===== src/hdl/page_frame_allocator_defines.svh =====
// Assertion macros for the allocator's top-level file.
`ifndef PAGE_FRAME_ALLOCATOR_DEFINES_SVH
`define PAGE_FRAME_ALLOCATOR_DEFINES_SVH

// The antecedent implies the consequent in the same cycle.
`define PFA_ASSERT_SAME(label, ante, cons, msg) \
	label: assert property (@(posedge clk) disable iff (!arst_n) (ante) |-> (cons)) \
		else $error(msg);

// The antecedent implies the consequent in the next cycle.
`define PFA_ASSERT_NEXT(label, ante, cons, msg) \
	label: assert property (@(posedge clk) disable iff (!arst_n) (ante) |=> (cons)) \
		else $error(msg);

`endif


===== src/hdl/pfa_ram.sv =====
module pfa_ram #(
	parameter int WIDTH = 8,
	parameter int DEPTH = 16,
	localparam int AW = (DEPTH > 1) ? $clog2(DEPTH) : 1
) (
	input  logic             clk,
	input  logic             we,
	input  logic [AW-1:0]    waddr,
	input  logic [WIDTH-1:0] wdata,
	input  logic             re,
	input  logic [AW-1:0]    raddr,
	output logic [WIDTH-1:0] rdata
);

	logic [WIDTH-1:0] mem [DEPTH];

	always_ff @(posedge clk) begin
		if (we) begin
			mem[waddr] <= wdata;
		end
		if (re) begin
			rdata <= mem[raddr];
		end
	end

endmodule


===== config.mk =====
export PLATFORM = sky130hd
export DESIGN_NAME = pfa_ram
export DESIGN_NICKNAME = d
export VERILOG_FILES = /design/src/hdl/page_frame_allocator_defines.svh /design/src/hdl/pfa_ram.sv
export SDC_FILE = /design/constraint.sdc
export NUM_CORES = 1
export LEC_CHECK = 0
export BUFFER_PORTS_ARGS = -buffer_cell sky130_fd_sc_hd__buf_4
export CAP_MARGIN = 20
export CORE_MARGIN = 2
export CORE_UTILIZATION = 40
export CTS_CLUSTER_DIAMETER = 150
export DETAILED_ROUTE_END_ITERATION = 12
export PLACE_DENSITY = 0.56
export SYNTH_ARGS = -nofsm -noshare
export SYNTH_HDL_FRONTEND = slang
export SYNTH_SLANG_ARGS = --single-unit
export TNS_END_PERCENT = 20

===== constraint.sdc =====
create_clock -name clk -period 3.4 [get_ports clk]
set_input_delay 0.17 -clock clk [delete_from_list [all_inputs] [get_ports clk]]
set_output_delay 0.17 -clock clk [all_outputs]
set_load 0.03 [all_outputs]

-- Word level (Yosys, flattened, before mapping)
Memories as Yosys holds them, arrays and structs flattened. A register that Yosys moved wholly into a read port is not among the register bits.
Cells that the tools add are included.
- register bits: 0
- memories: 1
- input port bits: 19
- memory bits (writable): 128
- output and inout port bits: 8
- multiplexer cells: 2
- memories (memory ; words ; bits a word ; read ports ; clocked after memory_dff ; write ports ; RTL line ; RTL):
    mem ; 16 ; 8 ; 1 ; 1 ; 1 ; pfa_ram.sv:15 ; logic [WIDTH-1:0] mem [DEPTH];
- operator list (operator ; number):
    1-bit two-way mux ; 2

-- Depth between registers and ports, before layout
Gate-level depths: netlist of run 1.
- word-level depth: 2
- gate-level depth with buffers: 5
- gate-level depth less buffers: 3

-- Worst setup path before layout of run 1
Ideal clock, no wire load.
- path kind: input to register
- start point: in waddr[2]
- end point: mem mem[0][0], enable pin
- stages on the path: 2
- arrival: 1.280 ns
- path slack: 1.737 ns
- required time: 3.017 ns
- path buffers: 0
- library setup time: 0.383 ns
- path through: or3b_2 > nor3_1
- RTL lines (item ; RTL line ; RTL):
    start: declaration ; pfa_ram.sv:8 ; input logic [AW-1:0] waddr,
    end: declaration ; pfa_ram.sv:15 ;
Straight into the memory's write port.

==> run_results.csv, run 1 <==
group,metric,value,unit
run_status,run_status,"finished clean",
power,leakagePower,2.01,nW
placed_design,buffer_ports.inserted,26,
finish,number_of_antenna_repair_diodes,0,
detailed_routing,drtIter0Drc,217,
timing,final.period_utilization,0.452,
yosys,yosys-top-cells-area,"edfxtp_1 78%, mux4_2 7.8%, mux4_1 7.0%",
grt,overflow,0,
setup_path,critPathKind,"input pin to flip-flop",
timing,rsz_0062_raised_after_global_routing,"no",
placed_design,detailedPlace.worstSlack,1.39,ns
floorplanning,start_util,0.413,
detailed_routing,wire_per_inst,21.7,um
timing,timing.max_slew.rel_slack,0.350,
timing,hold_viol,0,
yosys,synthDistinctLibCells,18,
yosys,synth_seq_area_share,0.781,
detailed_routing,first_pass_iters,4,
setup_path,crit_fanout,32,
hold_path,min-delay-start,"re",
timing,number_of_max_slew_violations_in_the_final_report,0,
floorplanning,die_w,118,um
clocking,postCtsResizedCells,0,
timing,worst_pin_slew,0.971,ns
floorplanning,io_pins,27,
placed_design,hpwl,6090,um
grt,first_global_vias,2472,
run,max_capacitance_violation_count,0,
grt,grt_max_degree,33,
detailed_routing,drt_drc_violations_left,0,
yosys,mean_instance_size_in_the_synthesized_netlist,22.8,um^2
floorplanning,die_area,14000,um^2
yosys,synth_largest_type_area_fraction,0.781,
grt,first_pass_grt_wire_length,15000,um
power,vdd_ir_drop_max,317,uV
yosys,yosys_warnings,0,
setup_path,r2r.worst_path.cells,3,
hold_path,hold_path.class,"input pin to flip-flop",
clocking,worst_setup_hold_path_clk_slew,0.06,ns
timing,hold_slack,0.0798,ns
clocking,holdBufCountCts,0,
placed_design,globalplace.congestion,0.677,
detailed_routing,num_vias,2367,
timing,final.min_clock_period,1.54,ns
clocking,cts-root-buf,"clkbuf_16",
finish,finished_layout_cells,453,
detailed_routing,route.final.wire_length,9820,um
grt,antenna_violations_before_repair,0,
placed_design,place.detailed.instances,421,
clocking,tritoncts_clock_tree,"yes",
finish,drive_above_1_share,0.260,
yosys,synthArstFlopShare,0,
hold_path,worst_hold_path.endpoint,"rdata[3]",
finish,synthToLayoutAreaGrowth,17.2,%
power,cellPowerDensity,616,nW/um^2
setup_path,timing.rr.start,"mem[2][0]",
timing,timing.setup.tns,0,ns
yosys,synth_enable_flop_cells,136,
yosys,netlist_instances,229,
detailed_routing,ant_nets,0,
timing,layout_setup_ws,1.86,ns
yosys,synth_seq_cells,136,
grt,grtUsageTotal,0.153,
setup_path,crit-reg2reg-capture,"rdata[0]",
power,power_total,0.00377,W
yosys,post-synth-top-area-cell,"edfxtp_1",
clocking,cts-root-to-sink-buffers,2,
yosys,synthesis.nets,248,
floorplanning,fp-row-count,41,
clocking,cts_htree_levels,4,
yosys,synth_top_flop_cell,"edfxtp_1",
floorplanning,height_of_the_die,118,um
finish,layout.nets,287,
setup_path,cp-end-kind,"flip-flop",
setup_path,worst-r2r-setup-slack,1.87,ns
clocking,cts_post_setup_buffers_inserted,0,
yosys,synth_area,5230,um^2
setup_path,worst_setup_path_start_kind,"input pin",
timing,setup_viol_count_final,0,
setup_path,cp_data_required_time,3.55,ns
detailed_routing,avgViaCountPerCell,5.23,
setup_path,worstPathArrival,1.69,ns
clocking,number_of_sinks_handled_by_clock_tree_synthesis,136,
floorplanning,design.core.area,12700,um^2
yosys,cell_with_the_most_instances_after_synthesis,"edfxtp_1",
clocking,cts_buffer_count,17,
hold_path,worst_hold_path_depth,1,
clocking,clock_insertion_delay_worst_skew,0.40,ns
timing,timing.fmax,0.650,GHz
yosys,post_synth_most_frequent_cells,"136 x edfxtp_1, 18 x mux4_2, 16 x a22oi_1",
timing,final.setup_skew,0.00543,ns
[cells in the final DEF, fill, tap and decap left out, types with 2 or more instances in the layout]
master,n
edfxtp_1,136
clkinv_2,3
clkinvlp_4,2
nand2_1,9
nor2_1,13
nand2b_1,2
clkbuf_16,17
clkbuf_1,3
mux4_2,18
a22oi_1,16
buf_4,30
nand3b_1,2
clkinv_1,5
nor3_1,4
mux4_1,14
bufinv_16,2
[per-stage QoR]
stage               utilization  area (um^2)
floorplan                     -         5230
global placement          0.441         5580
detailed placement        0.441         5580
CTS                       0.484         6130
global route              0.484         6130
finish                    0.484         6130
[report_power, final]
group | total [W] | switching (W) | internal, W
clock network | 0.00169 | 0.000627 | 0.00106
logic | 0.000186 | 0.000109 | 0.0000763
registers | 0.00190 | 0.0000105 | 0.00189
total | 0.00377 | 0.000747 | 0.00303
[sequential cells by signal, summed over array words and instances (netlist names)]
name and cells:
mem 128, rdata 8
[critical path: stages]
cell	delay, ns
buf_4	0.47
mux4_1	0.64
a22oi_1	0.28
nand2_1	0.10
[layer usage]
layer	wire length [um]	track usage	up-vias
li1	-	-	1059
met3	510	0.0468	6
met1	4130	0.199	1240
met5	0	0	-
met2	5100	0.246	62
met4	87	0.0520	0
[area by class of cell]
class	count	area, um^2
Timing Repair Buffer	30	225
Sequential cell	136	4080
Tap cell	172	215
Clock inverter	12	109
Fill cell	1035	6540
Clock buffer	20	437
Multi-Input combinational cell	83	1060
[logic make-up (layout without fill, tap and decap cells)]
logic type             after synthesis  in the layout  share of synthesized area
DFF                                136            136                      0.781
and+or+nand+nor                     35             35                     0.0314
muxes                               32             32                      0.148
AOI/OAI and AO/OA                   16             16                     0.0230
buffers and inverters               10             62                     0.0165
[worst max-delay path by stage]
stage,startpoint,to,slack (ns)
2_1_floorplan,waddr[2],mem[0][0],1.74
3_5_place_dp,raddr[0],rdata[0],1.39
6_report,raddr[0],rdata[0],1.86
5_1_grt,raddr[0],rdata[0],1.77
4_1_cts,raddr[0],rdata[0],1.82
3_3_place_gp,raddr[0],rdata[0],1.41
Power figures use the tool's default switching activity.
==> run 2: changes to the inputs <==
ABC_AREA = 1   (was not set)
clock period = 1.46 ns   (was 3.4 ns; I/O delays follow)
==> run_results.csv, run 2 <==
group,metric,value,unit
run_status,run_status,"finished clean",
yosys,synthDistinctLibCells,11,
finish,final_common_cell,"nand2_1",
setup_path,crit_path_cell_trace,"inv_1, nand2_1, nand3_1, nand3_1, nand3_1, nand2_1",
power,cellPowerDensity,1300,nW/um^2
timing,timing.setup.tns,0,ns
setup_path,crit_fanout,1,
yosys,netlist_instances,551,
finish,synthToLayoutAreaGrowth,18.1,%
finish,flip_flop_count_of_the_largest_register_after_layout,128,
timing,final.setup_skew,0.00500,ns
finish,layout.nets,617,
placed_design,hpwl,8100,um
clocking,cts_buffer_count,17,
finish,largest-register,"mem",
hold_path,hold_path.class,"input pin to flip-flop",
finish,number_of_antenna_repair_diodes,0,
placed_design,globalplace.congestion,0.842,
yosys,synth_largest_type_area_fraction,0.698,
yosys,post_synth_most_frequent_cells,"173 x nand2_1, 136 x edfxtp_1, 100 x inv_1",
detailed_routing,avgViaCountPerCell,4.78,
setup_path,worst_path_largest_cell_delay,0.36,ns
clocking,cts-root-to-sink-buffers,2,
grt,grtUsageTotal,0.182,
power,vdd_ir_drop_max,788,uV
setup_path,critPathKind,"flip-flop to flip-flop",
grt,overflow,0,
finish,drive_above_1_share,0.124,
yosys,mean_instance_size_in_the_synthesized_netlist,10.6,um^2
clocking,cts_htree_levels,4,
timing,number_of_max_slew_violations_in_the_final_report,0,
timing,worst_pin_slew,0.439,ns
floorplanning,height_of_the_die,125,um
timing,setup_viol_count_final,0,
yosys,synthArstFlopShare,0,
detailed_routing,route.final.wire_length,13400,um
timing,timing.fmax,0.849,GHz
timing,timing.max_slew.rel_slack,0.707,
detailed_routing,drtIter0Drc,399,
setup_path,cp_num_buf_inv,1,
setup_path,cpMaxStageDelayCell,"edfxtp_1",
clocking,tritoncts_clock_tree,"yes",
clocking,worst_setup_hold_path_clk_slew,0.05,ns
yosys,yosys-top-cells-area,"edfxtp_1 70%, nand2_1 11%, nand3_1 8.3%",
setup_path,timing.critical_path.mode_cell,"nand3_1",
timing,final.min_clock_period,1.18,ns
detailed_routing,wire_per_inst,16.8,um
yosys,synth_top_flop_cell,"edfxtp_1",
finish,layout.filler_cells,1316,
yosys,synth_seq_cells,136,
floorplanning,die_w,125,um
finish,biggestRegsByFlops,"mem x128, rdata x8",
timing,hold_viol,0,
timing,final.period_utilization,0.807,
setup_path,worstPathArrival,1.35,ns
yosys,synth_area,5850,um^2
yosys,yosys_warnings,0,
finish,layout_common_cells,"173 x nand2_1, 136 x edfxtp_1, 100 x inv_1",
power,leakagePower,2.97,nW
yosys,synthesis.nets,570,
grt,grt_max_degree,65,
run,max_capacitance_violation_count,0,
clocking,number_of_sinks_handled_by_clock_tree_synthesis,136,
setup_path,cp_data_required_time,1.63,ns
yosys,cell_with_the_most_instances_after_synthesis,"nand2_1",
detailed_routing,first_pass_iters,5,
timing,rsz_0062_raised_after_global_routing,"no",
detailed_routing,num_vias,3803,
floorplanning,start_util,0.405,
detailed_routing,ant_nets,0,
yosys,synth_enable_flop_cells,136,
grt,antenna_violations_before_repair,0,
clocking,cts-root-buf,"clkbuf_16",
floorplanning,design.core.area,14400,um^2
timing,layout_setup_ws,0.282,ns
placed_design,buffer_ports.inserted,26,
grt,first_global_vias,3734,
setup_path,cp-end-kind,"flip-flop",
yosys,post-synth-top-area-cell,"edfxtp_1",
yosys,synth_seq_area_share,0.698,
placed_design,detailedPlace.worstSlack,0.159,ns
clocking,clock_insertion_delay_worst_skew,0.42,ns
timing,hold_slack,0.00503,ns
floorplanning,io_pins,27,
setup_path,worst_setup_path_start_kind,"flip-flop",
floorplanning,die_area,15600,um^2
grt,first_pass_grt_wire_length,21000,um
setup_path,gate_family_responsible_for_the_most_delay_along_the_worst_path,"simple AND/OR/NAND/NOR gates",
floorplanning,fp-row-count,44,
detailed_routing,drt_drc_violations_left,0,
run 2: through the flow:
stage          utilization  instance area, um^2  power [W]  instances
2_1_floorplan            -                 5850    0.00485        551
3_3_place_gp         0.439                 6330    0.00511        760
3_5_place_dp         0.439                 6330    0.00512        760
4_1_cts              0.479                 6900    0.00906        795
5_1_grt              0.479                 6900    0.00932        795
6_report             0.479                 6900    0.00899        795
run 2: where the power goes:
group / switching (W) / internal, W
sequential: 0.0000251 / 0.00440
combinational: 0.000413 / 0.000197
clock: 0.00149 / 0.00246
run 2: final timing paths:
kind | cells after the start | slack [ns] | from | end
max | 6 | 0.28 | mem[7][1] | rdata[1]
min | 1 | 0.005 | wdata[0] | mem[7][0]
max reg2reg | 6 | 0.28 | mem[7][1] | rdata[1]
min reg2reg | 6 | 0.74 | mem[10][1] | rdata[1]
run 2: routing by layer:
layer,GRT usage,vias to the layer above,part of all wire
li1,-,1876,-
met1,0.242,1790,0.45
met2,0.282,108,0.47
met3,0.0503,29,0.054
met4,0.0810,0,0.027
met5,0,-,0
run 2: worst reg2reg max path: cells and delay by family (launching register included):
family | cells | cell delay [ns]
buffers and inverters | 1 | 0.06
AND/OR/NAND/NOR | 5 | 0.52
flip-flops | 1 | 0.36
run 2: area by class of cell:
type                            count  area, um^2  share of cell area
Clock inverter                     13         111              0.0161
Timing Repair Buffer               52         448              0.0649
Multi-Input combinational cell    289        1210               0.176
Clock buffer                       19         433              0.0627
Inverter                          102         383              0.0555
Tap cell                          184         230              0.0334
Sequential cell                   136        4080               0.592
run 2: logic make-up after synthesis:
family,Yosys count,synth area share
buffers and inverters,126,0.0939
and+or+nand+nor,289,0.208
DFF,136,0.698
run 2: repair_timing:
item / 4_1_cts / 5_1_grt
setup buffers: 0 / 0
hold endpoints to repair: 31 / 0
hold buffers: 3 / 0
resized for setup: 0 / 0
