$ cat src/hdl/page_frame_allocator_defines.svh
// Assertion macros for the allocator's top-level file.
`ifndef PAGE_FRAME_ALLOCATOR_DEFINES_SVH
`define PAGE_FRAME_ALLOCATOR_DEFINES_SVH

// The antecedent implies the consequent in the same cycle.
`define PFA_ASSERT_SAME(label, ante, cons, msg) \
	label: assert property (@(posedge clk) disable iff (!arst_n) (ante) |-> (cons)) \
		else $error(msg);

// The antecedent implies the consequent in the next cycle.
`define PFA_ASSERT_NEXT(label, ante, cons, msg) \
	label: assert property (@(posedge clk) disable iff (!arst_n) (ante) |=> (cons)) \
		else $error(msg);

`endif

$ cat src/hdl/pfa_pkg.sv
package pfa_pkg;

	localparam int NUM_PAGES_DEF = 1024;
	localparam int PAGE_BYTES = 4096;
	localparam int PAGE_SHIFT = $clog2(PAGE_BYTES);
	localparam int ADDR_W = 32;
	localparam int SIZE_W = 32;
	localparam int NEED_W = SIZE_W + 1 - PAGE_SHIFT;
	localparam int PAGE_COUNT_W = 11;
	localparam logic [PAGE_COUNT_W-1:0] PAGE_COUNT_RESET = 11'd1024;
	localparam logic [ADDR_W-1:0] BASE_ADDRESS_RESET = 32'd0;

	typedef enum logic [1:0] {
		STATUS_OK        = 2'd0,
		STATUS_NO_PAGES  = 2'd1,
		STATUS_ZERO_SIZE = 2'd2,
		STATUS_BAD_ADDR  = 2'd3
	} status_t;

	typedef enum logic {
		FUNC_ALLOC = 1'b0,
		FUNC_FREE  = 1'b1
	} func_t;

	typedef enum logic {
		CFG_PAGE_COUNT   = 1'b0,
		CFG_BASE_ADDRESS = 1'b1
	} cfg_reg_t;

	typedef enum logic [2:0] {
		ST_CLEAR,
		ST_IDLE,
		ST_CHECK,
		ST_SCAN,
		ST_TAIL,
		ST_WALK,
		ST_DONE
	} state_t;

	typedef struct packed {
		logic [ADDR_W-1:0] head;
		status_t           status;
	} res_t;

endpackage

$ cat src/hdl/pfa_ctrl.sv
module pfa_ctrl import pfa_pkg::*; #(
	parameter int NUM_PAGES = NUM_PAGES_DEF,
	localparam int IW = (NUM_PAGES > 1) ? $clog2(NUM_PAGES) : 1,
	localparam int CW = $clog2(NUM_PAGES + 1),
	localparam int WW = CW + 1
) (
	input  logic              clk,
	input  logic              arst_n,
	input  logic              clear_start,
	input  logic [CW-1:0]     active_count,
	input  logic [ADDR_W-1:0] base_address,
	input  logic              in_take,
	input  logic              in_func,
	input  logic [SIZE_W-1:0] in_size,
	input  logic [ADDR_W-1:0] in_address,
	output logic              idle,
	output logic              res_valid,
	input  logic              res_take,
	output res_t              res,
	output logic              ram_we,
	output logic [IW-1:0]     ram_waddr,
	output logic [WW-1:0]     ram_wdata,
	output logic              ram_re,
	output logic [IW-1:0]     ram_raddr,
	input  logic [WW-1:0]     ram_rdata
);

	state_t state_q, state_d;
	logic [IW-1:0] clr_q, clr_d;
	logic [CW-1:0] free_q, free_d;
	func_t func_q, func_d;
	logic [NEED_W-1:0] need_q, need_d;
	logic zero_q, zero_d;
	logic [ADDR_W-1:0] addr_q, addr_d;
	logic [CW-1:0] scan_q, scan_d;
	logic rd_vld_s1, rd_vld_d;
	logic [IW-1:0] rd_idx_s1;
	logic have_head_q, have_head_d;
	logic [IW-1:0] prev_q, prev_d;
	logic [ADDR_W-1:0] head_q, head_d;
	logic [IW-1:0] walk_q, walk_d;
	res_t res_q, res_d;

	logic [SIZE_W:0] size_round;
	logic [ADDR_W-1:0] off;
	logic [ADDR_W-1:0] off_page;
	logic rd_used;
	logic [CW-1:0] rd_link;
	logic [CW-1:0] link_m1;

	assign size_round = {1'b0, in_size} + (SIZE_W + 1)'(PAGE_BYTES - 1);
	assign off = addr_q - base_address;
	assign off_page = off >> PAGE_SHIFT;
	assign rd_used = ram_rdata[WW-1];
	assign rd_link = ram_rdata[CW-1:0];
	assign link_m1 = rd_link - CW'(1);

	assign idle = (state_q == ST_IDLE);
	assign res_valid = (state_q == ST_DONE);
	assign res = res_q;

	always_ff @(posedge clk or negedge arst_n) begin
		if (!arst_n) begin
			state_q <= ST_CLEAR;
			clr_q <= '0;
			rd_vld_s1 <= 1'b0;
		end else begin
			state_q <= state_d;
			clr_q <= clr_d;
			rd_vld_s1 <= rd_vld_d;
		end
	end

	always_ff @(posedge clk) begin
		free_q <= free_d;
		func_q <= func_d;
		need_q <= need_d;
		zero_q <= zero_d;
		addr_q <= addr_d;
		scan_q <= scan_d;
		rd_idx_s1 <= scan_q[IW-1:0];
		have_head_q <= have_head_d;
		prev_q <= prev_d;
		head_q <= head_d;
		walk_q <= walk_d;
		res_q <= res_d;
	end

	always_comb begin
		state_d = state_q;
		clr_d = clr_q;
		free_d = free_q;
		func_d = func_q;
		need_d = need_q;
		zero_d = zero_q;
		addr_d = addr_q;
		scan_d = scan_q;
		rd_vld_d = 1'b0;
		have_head_d = have_head_q;
		prev_d = prev_q;
		head_d = head_q;
		walk_d = walk_q;
		res_d = res_q;
		ram_we = 1'b0;
		ram_waddr = '0;
		ram_wdata = '0;
		ram_re = 1'b0;
		ram_raddr = '0;

		unique case (state_q)
			ST_CLEAR: begin
				ram_we = 1'b1;
				ram_waddr = clr_q;
				if (clr_q == IW'(NUM_PAGES - 1)) begin
					free_d = active_count;
					state_d = ST_IDLE;
				end else begin
					clr_d = clr_q + IW'(1);
				end
			end
			ST_IDLE: begin
				if (in_take) begin
					func_d = func_t'(in_func);
					need_d = size_round[SIZE_W:PAGE_SHIFT];
					zero_d = (in_size == '0);
					addr_d = in_address;
					state_d = ST_CHECK;
				end
			end
			ST_CHECK: begin
				res_d.head = '0;
				res_d.status = STATUS_OK;
				if (func_q == FUNC_ALLOC) begin
					if (zero_q) begin
						res_d.status = STATUS_ZERO_SIZE;
						state_d = ST_DONE;
					end else if (32'(need_q) > 32'(free_q)) begin
						res_d.status = STATUS_NO_PAGES;
						state_d = ST_DONE;
					end else begin
						scan_d = '0;
						have_head_d = 1'b0;
						state_d = ST_SCAN;
					end
				end else begin
					if ((off[PAGE_SHIFT-1:0] != '0) || (off_page >= 32'(active_count))) begin
						res_d.status = STATUS_BAD_ADDR;
						state_d = ST_DONE;
					end else begin
						ram_re = 1'b1;
						ram_raddr = off_page[IW-1:0];
						walk_d = off_page[IW-1:0];
						state_d = ST_WALK;
					end
				end
			end
			ST_SCAN: begin
				if (scan_q < active_count) begin
					ram_re = 1'b1;
					ram_raddr = scan_q[IW-1:0];
					rd_vld_d = 1'b1;
					scan_d = scan_q + CW'(1);
				end
				if (rd_vld_s1 && !rd_used) begin
					need_d = need_q - NEED_W'(1);
					free_d = free_q - CW'(1);
					prev_d = rd_idx_s1;
					if (!have_head_q) begin
						have_head_d = 1'b1;
						head_d = base_address + (ADDR_W'(rd_idx_s1) << PAGE_SHIFT);
					end else begin
						ram_we = 1'b1;
						ram_waddr = prev_q;
						ram_wdata = {1'b1, CW'(rd_idx_s1) + CW'(1)};
					end
					if (need_q == NEED_W'(1)) begin
						state_d = ST_TAIL;
					end
				end
			end
			ST_TAIL: begin
				ram_we = 1'b1;
				ram_waddr = prev_q;
				ram_wdata = {1'b1, CW'(0)};
				res_d.head = head_q;
				res_d.status = STATUS_OK;
				state_d = ST_DONE;
			end
			ST_WALK: begin
				ram_we = 1'b1;
				ram_waddr = walk_q;
				if (rd_used) begin
					free_d = free_q + CW'(1);
				end
				if ((rd_link == '0) || (link_m1 >= active_count)) begin
					state_d = ST_DONE;
				end else begin
					ram_re = 1'b1;
					ram_raddr = link_m1[IW-1:0];
					walk_d = link_m1[IW-1:0];
				end
			end
			ST_DONE: begin
				if (res_take) begin
					state_d = ST_IDLE;
				end
			end
			default: begin
				state_d = ST_IDLE;
			end
		endcase

		if (clear_start) begin
			state_d = ST_CLEAR;
			clr_d = '0;
		end
	end

endmodule

$ cat config.mk
export PLATFORM = sky130hd
export DESIGN_NAME = pfa_ctrl
export DESIGN_NICKNAME = d
export VERILOG_FILES = /design/src/hdl/page_frame_allocator_defines.svh /design/src/hdl/pfa_pkg.sv /design/src/hdl/pfa_ctrl.sv
export SDC_FILE = /design/constraint.sdc
export NUM_CORES = 1
export LEC_CHECK = 0
export BUFFER_PORTS_ARGS = -buffer_cell sky130_fd_sc_hd__buf_2
export CORE_MARGIN = 5
export CORE_UTILIZATION = 30
export CTS_CLUSTER_DIAMETER = 50
export DETAILED_ROUTE_END_ITERATION = 12
export PLACE_DENSITY = 0.48
export SKIP_CTS_REPAIR_TIMING = 1
export SYNTH_ARGS = -nofsm -noshare
export SYNTH_HDL_FRONTEND = slang
export SYNTH_SLANG_ARGS = --single-unit
$ cat constraint.sdc
create_clock -name clk -period 7.85 [get_ports clk]
set_clock_uncertainty 0.05 [all_clocks]
set_input_delay 1.57 -clock clk [delete_from_list [all_inputs] [get_ports clk]]
set_output_delay 1.57 -clock clk [all_outputs]
set_load 0.02 [all_outputs]
# [Word-level counts from Yosys, hierarchy flattened]
# Cells that the tools add are included.
[op_classes] n_reduce_logical=25 bitwise=1 add_sub_neg=10 magnitude_cmp=4 muxes=61 n_eq_ne=26
[op_table] op="$mux 10" count=12
[op_table] op="$mux 11" count=7
[op_table] op="$pmux 34 s2" count=1
[op_table] op="$mux 21" count=2
[op_table] op="$pmux 21 s2" count=1
[op_table] op="$pmux 10 s4" count=1
[op_table] op="$add 32x12->33 const B" count=1
[op_table] op="$pmux 11 s3" count=1
[op_table] op="$add 32x22->32" count=1
[op_table] op="$logic_not 32->1" count=1
[op_table] op="$sub 32x32->32" count=1
[op_table] op="$mux 3" count=10
[op_table] op="$pmux 10 s3" count=1
[op_table] op="$mux 12" count=2
[op_table] op="$ne 2x2->1 const B" count=12
[op_table] op="$pmux 12 s2" count=1
[op_table] op="$add 11x1->11 const B" count=2
[op_table] op="$pmux 11 s2" count=1
[op_table] op="$sub 11x1->11 const B" count=2
[op_table] op="$eq 21x1->1 const B" count=1
[op_table] op="$gt 21x11->1" count=1
[op_table] op="$pmux 3 s7" count=1
[op_table] op="$sub 21x1->21 const B" count=1
[op_table] op="$ge 20x11->1" count=1
[op_table] op="30 further kinds" count=62
[word_totals] ff_bits=188 output_inout_bits=70 elab_cells=143 inputBits=125

# [Logic depth before layout (Yosys ltp)]
# Gate-level depths: netlist (run 1).
[logic_depth] word_depth=7 mapped_depth=21 mapped_depth_nobuf=21

# [Worst setup path after synthesis (run 1)]
# Ideal clock, no wire load.
[synth_timing] kind="input to output" from="input base_address[3]" to="output ram_re" arrival_ns=5.570 required_ns=6.230 path_buffers=0 slack_ns=0.660 path_stages=20 path_cell_list="inv_1 ha_1 o211a_1 o31a_2 nor2_1 o41ai_1 a31oi_1 o21bai_1 a21oi_1 o311ai_0 ha_1 and4_1 o21ai_0 a21oi_1 o21a_1 o21a_1 o21ai_0 nand3_1 o21ai_2 or2_2"
[synth_via] elab_chain_len=6 elab_cells_between_ends=7 cone_classes="add/sub: 1; order compare: 1; mux: 3; reduce/logical: 2"
[synth_lines] item="from (decl)" line="pfa_ctrl.sv:11" text="input logic [ADDR_W-1:0] base_address,"
[synth_lines] item="$sub 32x32->32 *" line="pfa_ctrl.sv:52" text="assign off = addr_q - base_address;"
[synth_lines] item="$ge 20x11->1 / $reduce_bool 12->1 (equally long branches)" line="pfa_ctrl.sv:146" text="if ((off[PAGE_SHIFT-1:0] != '0) || (off_page >= 32'(active_count))) begin"
[synth_lines] item="$logic_or 1x1->1 *" line="pfa_ctrl.sv:146"
[synth_lines] item="$mux 1 *" line="pfa_ctrl.sv:146"
[synth_lines] item="$mux 1 *" line="pfa_ctrl.sv:133" text="if (func_q == FUNC_ALLOC) begin"
[synth_lines] item="$pmux 1 s3 *" line="pfa_ctrl.sv:110" text="unique case (state_q)"
[synth_lines] item="to (decl)" line="pfa_ctrl.sv:23" text="output logic ram_re,"
# Mark *: on every way between the ends. The rest lies on a longest branch, timed or not.

# [Worst setup path after layout (run 1)]
[layout_timing] from="input base_address[0]" to="output ram_raddr[7]"
[layout_via] elab_chain_len=6 elab_cells_between_ends=7 cone_classes="add/sub: 1; order compare: 1; mux: 3; reduce/logical: 2"
[layout_lines] item="$sub 32x32->32 *" line="pfa_ctrl.sv:52"
[layout_lines] item="$ge 20x11->1 / $reduce_bool 12->1 (equally long branches)" line="pfa_ctrl.sv:146"
[layout_lines] item="$logic_or 1x1->1" line="pfa_ctrl.sv:146"
[layout_lines] item="$mux 10 *" line="pfa_ctrl.sv:146"
[layout_lines] item="$mux 10 *" line="pfa_ctrl.sv:133"
[layout_lines] item="$pmux 10 s3 *" line="pfa_ctrl.sv:110"
[layout_lines] item="to (decl)" line="pfa_ctrl.sv:24" text="output logic [IW-1:0] ram_raddr,"
# Marks and branches as above.

==> summary by stage, run 1 <==
Synthesis
Synthesis produced 1269 cells. The portion of the post-synthesis area used by sequential elements is 0.438. Counting flops with an async set or reset pin after synthesis yields a share of 0.0745. In this run, synthesis inferred 164 flip-flops with an integrated enable. The register bit count reported by yosys is 188. Ranked by total cell area, the synthesized netlist is headed by sky130_fd_sc_hd__edfxtp_1, sky130_fd_sc_hd__ha_1, sky130_fd_sc_hd__xnor2_1. The number of different library cells used by synthesis comes to between 80 and 90. The total nets after synthesis is 1496. During synthesis, Yosys emitted a total of 0 warnings. After synthesis, the mean cell area works out to 9.86 um2.

Summing every instance area after synthesis gives 0.0125 mm2. Of the post-synthesis cell area, the dominant cell type holds 0.394. The most common flop cell mapped by yosys is sky130_fd_sc_hd__edfxtp_1. The cell type with the largest total area after synthesis is sky130_fd_sc_hd__edfxtp_1.

Timing
The worst-margin pin slew is roughly 1.2 ns. The final count of hold timing violations is 0. Across all setup checks in the final design, the least slack found is 0.284 ns. The number of endpoints failing setup at the final stage is 0.

The number of max-slew violations in the final report is 0. The worst path needs 7.57 ns of the cycle, external delays included. The relative slew slack is 0.208.

Timing would allow up to 132 MHz. The ratio of final minimum period to clock period is 0.964.

Clock network
The CTS tree is built. The longest clock path from root to sink contains 2 buffers. The H-tree generated during clock tree synthesis spans 4 levels. CTS placed an instance of sky130_fd_sc_hd__clkbuf_16 at the clock tree root.

After clock tree synthesis, the clock-pin slew on the worst setup and hold paths is roughly 0.080 ns. The clock net sink count is 188. The clock reaches the later pin of the worst-skew pair after 0.46 ns. In this run, CTS created clock tree buffers numbering 17.

Drt
The DRC violation count after routing is 0. The number of optimization iterations in the first detailed-route pass is 6. In this run the remaining antenna-violating nets after routing total 0. Using the TritonRoute via totals, the vias-per-cell ratio works out to 5.04. The final wirelength is just under 40000 um. The via count is between 10k and 15k. The average wire per standard cell is 19.2 um. The detailed router finished its first iteration with 723 violations.

Placed design
Prior to clock tree synthesis, the placed netlist has a worst setup slack of -0.181 ns. After detailed placement, the total cell area comes to 0.0142 mm2. The congestion estimate from routability-driven global placement came to 0.879. During placement, the flow inserted port buffers numbering 194. The placed wire-length estimate is 30400 um.

Power and ir drop
Of the total power, the clock network draws 0.277. In this run the power density over the cells is 221 mW/mm2. The overall power is 0.00329 W. The switching share of power is 0.366. In this run the static leakage power is 6.28 nW. The internal power consumption is between 0.002 and 0.0025 W. Of the total power, registers draw 0.398.

For this design the total switching power over the nets is roughly 0.0012 W. The relative contribution of combinational cells to total power is 0.326. The worst ir drop on vdd is between 0.0001 and 0.00015 V.

Floorplan
The floorplan step defined a die boundary enclosing ~0.046 mm2. The die extent in x is around 210 um. In this run the vertical extent of the chip is 214 um. During I/O placement, the number of pins put on the boundary was a little under 200. The starting density of the core is 0.305. The region available for standard cell placement spans 0.0410 mm2.

The count of standard-cell rows is 74.

Worst setup path
On the worst path, the slowest cell contributes a delay of approximately 0.41 ns. The signal on the critical path passes through buf_2, ha_2, fa_2, nor2b_4, o31a_1, o21ai_1, a21oi_2, o21bai_2, nor2b_1, xnor2_1, ha_1, nand4b_1, nor2_2, o21ai_0, a2111oi_1, nand4_1, nor4_4, nand4_4, nor2_8, a21o_1, buf_2. The worst setup path is launched from a primary input. The critical path's slowest cell is sky130_fd_sc_hd__a2111oi_1. The required time of the worst setup path is approximately 6.2 ns. The arrival time reported for the critical path endpoint is 5.95 ns.

The critical path capture point type is an output pin. Of all nets on the critical path, the largest fanout is 4. The critical path's most frequent cell is sky130_fd_sc_hd__buf_2. The number of buffer and inverter instances along the worst setup path is 2. The worst setup path is of the primary input to output pin kind. The family with the most delay on the worst path is simple AND/OR/NAND/NOR gates.

Run status
The flow ran to the end, and the final reports show no timing, DRC or antenna violations.

Global routing
The initial antenna violation count is 3. In the global route stage, met2 resource usage came out at 0.258. The maximum number of pins on one net before global-route repair is 39.

The layer with the highest usage is met2. The first global-routing pass estimated 59200 um of wire. The met3 capacity usage during global routing is 0.0359.

For met1 alone, demand over resource in global routing was 0.230. The total global routing track utilization is 0.165. The remaining global-route overflow is 0. The via count of the first global-routing pass came to 10.2k.

Worst hold path
In this run the worst hold path is classified as register to register.

Finish
With fillers left out, the area of the finished cells amounts to around 0.015 mm2. Leaving out fill and tap cells, the most frequent cell in the layout is sky130_fd_sc_hd__buf_2. In the final layout, the share of cells above drive strength 1 is 0.200. In the layout the commonest cells are sky130_fd_sc_hd__buf_2, sky130_fd_sc_hd__edfxtp_1, sky130_fd_sc_hd__inv_1. From synthesis to final layout, the design area changed by 19.1%. In the final design database the tool counted 1701 nets.

Flow run
Across the run, the number of max-cap violations was 0.
## Yosys cell counts (4+ instances only)
| cell type | instances |
|---|---|
| sky130_fd_sc_hd__edfxtp_1 | 164 |
| sky130_fd_sc_hd__inv_1 | 111 |
| sky130_fd_sc_hd__nand2_1 | 107 |
| sky130_fd_sc_hd__ha_1 | 99 |
| sky130_fd_sc_hd__nor2_1 | 98 |
| sky130_fd_sc_hd__o21ai_0 | 76 |
| sky130_fd_sc_hd__xnor2_1 | 67 |
| sky130_fd_sc_hd__a21oi_1 | 63 |
| sky130_fd_sc_hd__xor2_1 | 48 |
| sky130_fd_sc_hd__and2_1 | 35 |
| sky130_fd_sc_hd__nand3_1 | 34 |
| sky130_fd_sc_hd__clkbuf_1 | 28 |
| sky130_fd_sc_hd__nand4_1 | 26 |
| sky130_fd_sc_hd__nor3_1 | 25 |
| sky130_fd_sc_hd__a21o_1 | 20 |
| sky130_fd_sc_hd__nor2b_1 | 18 |
| sky130_fd_sc_hd__o21a_1 | 18 |
| sky130_fd_sc_hd__nand2b_1 | 16 |
| sky130_fd_sc_hd__nor4_1 | 16 |
| sky130_fd_sc_hd__and3_1 | 15 |
| sky130_fd_sc_hd__dfrtp_1 | 14 |
| sky130_fd_sc_hd__o21bai_1 | 12 |
| sky130_fd_sc_hd__a222oi_1 | 10 |
| sky130_fd_sc_hd__dfxtp_1 | 10 |
| sky130_fd_sc_hd__a22o_1 | 9 |
| sky130_fd_sc_hd__a31oi_1 | 9 |
| sky130_fd_sc_hd__o211ai_1 | 9 |
| sky130_fd_sc_hd__or3_1 | 8 |
| sky130_fd_sc_hd__buf_2 | 7 |
| sky130_fd_sc_hd__o31a_1 | 6 |
| sky130_fd_sc_hd__mux2_2 | 5 |
| sky130_fd_sc_hd__nand3b_1 | 5 |
| sky130_fd_sc_hd__a21boi_0 | 4 |
| sky130_fd_sc_hd__and4_1 | 4 |
| sky130_fd_sc_hd__mux2i_1 | 4 |
## path summary, 6_finish.rpt
check	depth (start not counted)	slack [ns]	to	from
max in group asynchronous	1	6.52	clr_q[0]	arst_n
min reg2reg	0	0.43	rd_idx_s1[1]	scan_q[1]
min in group asynchronous	1	0.96	clr_q[7]	arst_n
min	0	0.43	rd_idx_s1[1]	scan_q[1]
max reg2reg	19	3.03	walk_q[0]	addr_q[7]
max	21	0.28	ram_raddr[7]	base_address[0]
## metal layers
| layer | share of wire | vias to the layer above |
|---|---|---|
| met4 | 0.021 | 4 |
| met1 | 0.48 | 4885 |
| met2 | 0.45 | 280 |
| met5 | 0.00049 | - |
| met3 | 0.052 | 36 |
| li1 | - | 4984 |
## sequential cells by signal, summed over array words and instances (netlist names)
register and cells:
res 34, addr_q 32, head_q 32, need_q 21, free_q 11, scan_q 11, clr_q 10, prev_q 10
rd_idx_s1 10, walk_q 10, state_q 3, func_q 1, have_head_q 1, rd_vld_s1 1, zero_q 1
## kinds of logic after synthesis
| logic type | Yosys count | synth area share |
|---|---|---|
| adder cells (fa/ha/maj) | 102 | 0.104 |
| multiplexers | 9 | 0.00770 |
| AND/OR/NAND/NOR | 422 | 0.170 |
| buffers and inverters | 152 | 0.0491 |
| AO/OA/AOI/OAI | 281 | 0.151 |
| XOR/XNOR | 115 | 0.0805 |
| flip-flops | 188 | 0.438 |
## power by group through the flow
stage / registers, W / clock network [W] / logic, W
3_5_place_dp: 0.00133 / 0 / 0.00106
6_report: 0.00131 / 0.000910 / 0.00107
5_1_grt: 0.00132 / 0.000981 / 0.00119
4_1_cts: 0.00131 / 0.000942 / 0.00107
3_3_place_gp: 0.00133 / 0 / 0.00105
2_1_floorplan: 0.00134 / 0 / 0.000676
## stage by stage
stage | utilization | hold slack [ns] | setup TNS (ns) | cells
final | 0.363 | 0.428 | 0 | 2020
after global routing | 0.363 | 0.452 | -0.0510 | 2020
after CTS | 0.361 | 0.428 | -1.78 | 2014
after detailed placement | 0.346 | 0.409 | -1.61 | 1982
after global placement | 0.346 | 0.414 | -3.01 | 1982
after floorplan | - | 0.359 | 0 | 1269
## final cells by class
cell class,count,area (um2)
inverters,112,420
clock inverters,13,145
flip-flops and latches,188,5480
multi-input cells,929,6480
repair buffers,226,1240
diodes,1,2.50
clock buffers,19,464
well taps,532,666
fillers,4199,26100
Note: power is estimated with default switching activity, not from simulation.
==> run 2: changes to the inputs <==
Settings changed: CORE_ASPECT_RATIO set to 1.5, SLEW_MARGIN set to 10.
==> run 2 against run 1 <==
Flip-flop and latch count is the same. Hold slack gained 0.035 ns. Routed wire length rose by 5.1%. Power is 2.1% lower. Fmax hardly changed. Via count fell by 1.0%. Utilization decreased by 0.57 points. Sequential power about the same. Count of clock-buffer cells in the layout grew 1. Clock power decreased by 7.0%. Critical path depth up 3. Die area grew 0.18%. Largest power group unchanged.
==> summary by stage, run 2 (synthesized netlist as in run 1, its figures left out) <==
Worst setup path
The reg-to-reg setup timing slack is 3.01 ns (was 3.03 ns). The critical path start-end classification is primary input to output pin (unchanged). The reg-to-reg critical path startpoint is addr_q[2] (was addr_q[7]). The launch point of the worst path is base_address[3] (was base_address[0]). The critical register-to-register path endpoint was state_q[0] (was walk_q[0]). The maximum single-stage delay on the critical path is 0.35 ns (was 0.41 ns).

The family with the most delay on the worst path is compound AO/OA/AOI/OAI gates (was simple AND/OR/NAND/NOR gates). The arrival time reported for the critical path endpoint came to 5.94 ns (was 5.95 ns). The instance count on the critical path came to 24 (was 21). The highest fanout seen on the critical path is 5 (was 4). The number of buffer and inverter instances along the worst setup path is 5 (was 2). The startpoint type of the worst setup path is a primary input (unchanged).

The required time of the worst setup path is 6.23 ns (about the same). The critical path capture point was ram_raddr[1] (was ram_raddr[7]). CP Cell Sequence: buf_2, inv_1, ha_1, o211a_1, o31a_2, nor2_1, o41ai_2, buf_4, a31oi_1, o21bai_1, a21oi_1, o311ai_1, buf_4, ha_1, and4_1, o21ai_0, a21oi_1, o21a_1, o21a_1, o21ai_1, nand3_2, nor2_4, a21o_1, buf_2 (was buf_2, ha_2, fa_2, nor2b_4, o31a_1, o21ai_1, a21oi_2, o21bai_2, nor2b_1, xnor2_1, ha_1, nand4b_1, nor2_2, o21ai_0, a2111oi_1, nand4_1, nor4_4, nand4_4, nor2_8, a21o_1, buf_2).

The number of cell instances on the worst register-to-register path is 23 (was 19). The critical path capture point type is an output pin (unchanged). The critical path's slowest cell is sky130_fd_sc_hd__nor2_4 (was sky130_fd_sc_hd__a2111oi_1).

Floorplan
The starting density of the core was 0.304 (was 0.305). The count of standard-cell rows came to 91 (was 74). The number of ports placed on the die boundary came to 195 (unchanged). The die extent in x is 177 um (was 214 um). The total core area was 0.0412 mm2 (was 0.0410 mm2). The die footprint is 0.0460 mm2 (was 0.0459 mm2). The chip height was 260 um (was 214 um).

Power and ir drop
The overall power was 0.00322 W (was 0.00329 W). The worst ir drop on vdd is 0.000136 V (was 0.000149 V). The total power density per cell area is 219 mW/mm2 (was 221 mW/mm2). The static leakage is 6.21 nW (was 6.28 nW).

Finish
The leading cell type in the layout, fill and taps excluded is sky130_fd_sc_hd__buf_2 (unchanged). The flip-flop count of the largest register after layout is 34 (unchanged). The final-layout fill cell count is 4279 (was 4199). The count of inserted antenna diode cells is 0 (was 1). The layout net count is 1693 (was 1701). The register area was 0.00548 mm2 (unchanged). The non-filler instance count after layout is 2037 (was 2020).

Most used cells in the layout excluding fill and tap cells: sky130_fd_sc_hd__buf_2, sky130_fd_sc_hd__edfxtp_1, sky130_fd_sc_hd__inv_1 (unchanged). The share of cells above drive strength 1 came to 0.190 (was 0.200). The area growth from synthesis to final layout is 17.8% (was 19.1%). The footprint of the multi-input gates is 0.00647 mm2 (was 0.00648 mm2).

Clock network
The clock-pin transition on the worst setup and hold timing paths is 0.08 ns (about the same). The clock net sink count was 188 (unchanged). The number of buffers between clock root and the deepest sink came to 2 (unchanged). The clock root buffer master is sky130_fd_sc_hd__clkbuf_16 (unchanged). The latest clock arrival within the worst-skew pair came to 0.45 ns (was 0.46 ns). The CTS tree is built (unchanged). The TritonCTS buffer count was 17 (unchanged). The H-tree depth reported by CTS is 4 (unchanged).

Worst hold path
The classification of the worst-slack hold path is register to register (unchanged).

Drt
The final wirelength is 40700 um (was 38700 um). The via count came to 10.1k (was 10.2k). The DRC marker count from the first detailed-route iteration was 522 (was 723). The number of optimization iterations in the first detailed-route pass was 5 (was 6). The DRC violation count after routing was 0 (unchanged). The number of routed nets with antenna violations is 0 (unchanged). The routed via count divided by cell count is 4.95 (was 5.04). The average wire per standard cell came to 20.0 um (was 19.2 um).

Timing
The total negative slack for setup checks is 0 ns (unchanged). The number of endpoints failing setup at the final stage was 0 (unchanged). The final count of hold timing violations was 0 (unchanged).

The number of max-slew violations in the final report is 0 (unchanged). The achievable clock frequency is 132 MHz (about the same). The ratio of final minimum period to clock period is 0.963 (was 0.964). The final worst-path setup slack is 0.290 ns (was 0.284 ns). The worst-margin pin slew is 1.12 ns (was 1.18 ns). The relative slew slack is 0.252 (was 0.208).

The final critical delay including setup and external delays came to 7.56 ns (was 7.57 ns).

Placed design
The placed wire-length estimate is 32800 um (was 30400 um). The number of buffers inserted by port buffering is 194 (unchanged). The number of cells in the design after placement came to 2003 (was 1982). The pre-CTS setup slack is 0.138 ns (was -0.181 ns).

The last weighted congestion value of the routability-driven placer came to 0.852 (was 0.879).

Global routing
The via count of the first global-routing pass came to 10.1k (was 10.2k). The total global routing track utilization is 0.174 (was 0.165). The initial antenna violation count is 0 (was 3).

The maximum number of pins on one net before global-route repair came to 39 (unchanged). The remaining global-route overflow is 0 (unchanged). The wire length of the first global-routing pass was 60500 um (was 59200 um).

Run status
Outcome: complete, no violations (unchanged).

Flow run
The total of max-cap violations is 0 (unchanged).
==> run 2: cell count changes in the layout (fill, tap and decap cells not counted), moves of 2 or more <==
| cell | before | now |
|---|---|---|
| sky130_fd_sc_hd__clkbuf_1 | 0 | 3 |
| sky130_fd_sc_hd__clkinv_8 | 3 | 0 |
| sky130_fd_sc_hd__inv_8 | 5 | 2 |
| sky130_fd_sc_hd__clkinv_4 | 3 | 1 |
| sky130_fd_sc_hd__inv_6 | 0 | 5 |
| sky130_fd_sc_hd__inv_4 | 1 | 3 |
| sky130_fd_sc_hd__buf_4 | 31 | 23 |
| sky130_fd_sc_hd__buf_2 | 192 | 194 |
| sky130_fd_sc_hd__buf_12 | 2 | 0 |
==> run 2: how the worst min path moves through the flow <==
stage                          start      endpoint  slack, ns  cells past startpoint
after global routing      head_q[26]       res[28]       0.48                      1
after CTS                  scan_q[0]  rd_idx_s1[0]       0.47                      0
after detailed placement   scan_q[0]  rd_idx_s1[0]       0.45                      0
after floorplan            scan_q[3]  rd_idx_s1[3]       0.36                      0
final                      scan_q[1]  rd_idx_s1[1]       0.46                      0
after global placement     scan_q[1]  rd_idx_s1[1]       0.44                      0
==> run 2: worst register-to-register path: cells and delay by family (launching register included) <==
kind	cells	cell delay, ns
compound gates	13	2.25
simple gates	4	0.86
buf+inv	4	0.65
fa+ha+maj	2	0.59
flops	1	0.38
==> run 2: area by class of cell <==
class	count	share of cell area
Tap cell	558	0.0474
Multi-Input combinational cell	930	0.439
Timing Repair Buffer	217	0.0776
Sequential cell	188	0.371
Clock buffer	20	0.0296
Inverter	112	0.0285
Clock inverter	12	0.00671
==> run 2: power breakdown <==
group	switching, W	internal [W]
Combinational	0.000675	0.000393
Sequential	0.0000758	0.00123
Clock	0.000430	0.000416
==> run 2: layer usage <==
metal | GRT usage | share of wire
met1 | 0.197 | 0.40
met2 | 0.332 | 0.54
met3 | 0.0249 | 0.037
met4 | 0.0535 | 0.023
met5 | 0 | 0
==> run 2: through the flow <==
step,hold slack (ns),cell area [um2],util
6_report,0.463,14700,0.358
5_1_grt,0.475,14700,0.358
4_1_cts,0.468,14700,0.357
3_5_place_dp,0.446,14200,0.344
3_3_place_gp,0.438,14200,0.344
2_1_floorplan,0.359,12500,-
==> run 3: changes to the inputs <==
Settings changed: MAX_ROUTING_LAYER set to met4.
==> run 3 against run 2 <==
Flip-flop and latch count stayed put. Critical endpoint is now ram_re. Die area stayed put. Fmax increased by 0.46%. Clock power is 2.4% higher. Non-clock buffer count is 2 higher. Critical path depth is 1 higher. Count of clock-buffer cells in the layout down 2. Combinational power is essentially flat. Hold slack better by 0.0039 ns. Final cell count barely moved.
==> summary by stage, run 3 (synthesized netlist as in run 1, its figures left out) <==
Finish
The flip-flop count of the largest register after layout came to 34 (unchanged). The leading cell type in the layout, fill and taps excluded is sky130_fd_sc_hd__buf_2 (unchanged). The share of cells above drive strength 1 was 0.192 (was 0.190).

The count of inserted antenna diode cells is 0 (unchanged). The layout net count is 1695 (was 1693). The non-filler instance count after layout is 2039 (was 2037).

Most used cells in the layout excluding fill and tap cells: sky130_fd_sc_hd__buf_2, sky130_fd_sc_hd__edfxtp_1, sky130_fd_sc_hd__inv_1 (unchanged). The area growth from synthesis to final layout is 18.1% (was 17.8%).

Timing
The final worst-path setup slack is 0.324 ns (was 0.290 ns). Setup repair after global routing left no endpoint under its margin. The total negative slack for setup checks is 0 ns (unchanged). The achievable clock frequency is 133 MHz (was 132 MHz). The final critical delay including setup and external delays is 7.53 ns (was 7.56 ns). The worst-margin pin slew is 1.13 ns (was 1.12 ns). The final count of hold timing violations is 0 (unchanged). The relative slew slack is 0.247 (was 0.252). The number of endpoints failing setup at the final stage is 0 (unchanged). The ratio of final minimum period to clock period is 0.959 (was 0.963). The number of max-slew violations in the final report is 0 (unchanged).

Worst hold path
The classification of the worst-slack hold path is register to register (unchanged). The worst hold path startpoint is head_q[7] (was scan_q[1]). The number of cells on the worst hold path is 1 (was 0). The end point of the worst hold path is res[9] (was rd_idx_s1[1]).

Global routing
The via count of the first global-routing pass is 10.3k (was 10.1k). The remaining global-route overflow was 0 (unchanged). The total global routing track utilization was 0.182 (was 0.174). The wire length of the first global-routing pass came to 61400 um (was 60500 um). The maximum number of pins on one net before global-route repair is 39 (unchanged). The initial antenna violation count came to 0 (unchanged).

Power and ir drop
The relative contribution of combinational cells to total power came to 0.334 (was 0.331). The static leakage was 6.23 nW (was 6.21 nW). The clock power share is 0.266 (was 0.262). The switching share of power is 0.369 (was 0.366). The total power density per cell area is 220 mW/mm2 (was 219 mW/mm2). The sequential group share of total power came to 0.400 (was 0.406). The overall power is 0.00325 W (was 0.00322 W).

The worst ir drop on vdd is 0.000137 V (was 0.000136 V). The power dissipated by switching net loads is 0.00120 W (was 0.00118 W). The internal power consumption is 0.00205 W (was 0.00204 W).

Drt
The number of optimization iterations in the first detailed-route pass is 5 (unchanged). The met2 wire length is 22200 um (was 22100 um). The routed via count divided by cell count is 4.96 (was 4.95). The routed length on met1 is 15900 um (was 16200 um).

The final wirelength came to 40900 um (was 40700 um). The topmost layer with routed signal wires was met4 (unchanged). The DRC violation count after routing is 0 (unchanged). The DRC marker count from the first detailed-route iteration was 565 (was 522). The via count came to 10.1k (about the same). The routed length on met3 is 1840 um (was 1500 um). The number of routed nets with antenna violations is 0 (unchanged). The average wire per standard cell is 20.1 um (was 20.0 um).

Worst setup path
The reg-to-reg critical path startpoint is addr_q[1] (was addr_q[2]). The startpoint type of the worst setup path is a primary input (unchanged). The critical path capture point type is an output pin (unchanged). The critical register-to-register path endpoint is walk_q[5] (was state_q[0]). The required time of the worst setup path is 6.23 ns (about the same). The critical path start-end classification is primary input to output pin (unchanged). The reg-to-reg setup timing slack is 3.05 ns (was 3.01 ns). The arrival time reported for the critical path endpoint is 5.91 ns (was 5.94 ns).

The highest fanout seen on the critical path was 4 (was 5). The number of cell instances on the worst register-to-register path is 22 (was 23).

Floorplan
The die footprint was 0.0460 mm2 (unchanged). The chip height is 260 um (unchanged). The number of ports placed on the die boundary was 195 (unchanged). The starting density of the core is 0.304 (unchanged). The count of standard-cell rows came to 91 (unchanged). The total core area is 0.0412 mm2 (unchanged).

The die extent in x came to 177 um (unchanged).

Clock network
The H-tree depth reported by CTS came to 4 (unchanged). The clock net sink count was 188 (unchanged). The number of buffers between clock root and the deepest sink came to 2 (unchanged). The TritonCTS buffer count is 17 (unchanged). The latest clock arrival within the worst-skew pair is 0.46 ns (was 0.45 ns). The clock-pin transition on the worst setup and hold timing paths is 0.07 ns (was 0.08 ns). The clock root buffer master is sky130_fd_sc_hd__clkbuf_16 (unchanged). The CTS tree is built (unchanged).

Placed design
The number of cells in the design after placement is 2005 (was 2003). The number of buffers inserted by port buffering is 194 (unchanged). The last weighted congestion value of the routability-driven placer is 0.903 (was 0.852).

The placed wire-length estimate is 33100 um (was 32800 um). The pre-CTS setup slack is 0.190 ns (was 0.138 ns).

Flow run
The total of max-cap violations is 0 (unchanged).

Run status
Outcome: complete, no violations (unchanged).
[run 3: metal layers]
metal  up-vias  track usage
met2       286        0.339
met5         -            -
met1      4807        0.200
li1       4976            -
met4         0       0.0518
met3        43       0.0257
[run 3: worst max path at each step]
stage                                from            to  slack [ns]
after CTS                 base_address[1]  ram_raddr[8]        0.15
after detailed placement  base_address[1]  ram_raddr[8]        0.19
after global routing      base_address[0]  ram_raddr[1]       0.007
after global placement    base_address[1]  ram_raddr[4]        0.30
after floorplan           base_address[3]        ram_re        0.66
final                     base_address[1]        ram_re        0.32
[run 3: final cells by class]
cell class / count / area (um2)
fill: 4298 / 26400
multi-input combinational: 930 / 6470
sequential: 188 / 5480
timing repair buffer: 219 / 1160
tap: 558 / 698
clock buffer: 18 / 429
inverter: 112 / 420
clock inverter: 14 / 135
[run 3: power groups by stage]
| stage | sequential [W] | combinational (W) | clock (W) |
|---|---|---|---|
| floorplan | 0.00134 | 0.000676 | 0 |
| global placement | 0.00132 | 0.00108 | 0 |
| detailed placement | 0.00132 | 0.00109 | 0 |
| CTS | 0.00130 | 0.00109 | 0.000894 |
| global route | 0.00131 | 0.00120 | 0.000932 |
| finish | 0.00130 | 0.00109 | 0.000866 |
[run 3: per-stage QoR]
stage               area [um2]  hold WS [ns]   util
floorplan                12500         0.359      -
global placement         14200         0.450  0.344
detailed placement       14200         0.435  0.344
CTS                      14800         0.464  0.358
global route             14800         0.474  0.359
finish                   14800         0.467  0.359
[run 3: worst max-delay path, stage by stage]
cell	delay (ns)
sky130_fd_sc_hd__buf_2	0.12
sky130_fd_sc_hd__inv_1	0.05
sky130_fd_sc_hd__ha_1	0.26
sky130_fd_sc_hd__nor2b_1	0.20
sky130_fd_sc_hd__o31a_2	0.19
sky130_fd_sc_hd__nor2_1	0.07
sky130_fd_sc_hd__o41ai_1	0.36
sky130_fd_sc_hd__buf_4	0.19
sky130_fd_sc_hd__a31oi_1	0.14
sky130_fd_sc_hd__o21bai_1	0.24
sky130_fd_sc_hd__a21oi_1	0.14
sky130_fd_sc_hd__o311ai_1	0.27
sky130_fd_sc_hd__buf_4	0.17
sky130_fd_sc_hd__ha_1	0.23
sky130_fd_sc_hd__and4_1	0.19
sky130_fd_sc_hd__o21ai_0	0.07
sky130_fd_sc_hd__a21oi_1	0.08
sky130_fd_sc_hd__o21a_1	0.18
sky130_fd_sc_hd__o21a_1	0.16
sky130_fd_sc_hd__o21ai_1	0.19
sky130_fd_sc_hd__nand3_2	0.09
sky130_fd_sc_hd__buf_4	0.20
sky130_fd_sc_hd__o21ai_2	0.19
sky130_fd_sc_hd__or2_2	0.18
sky130_fd_sc_hd__buf_2	0.17
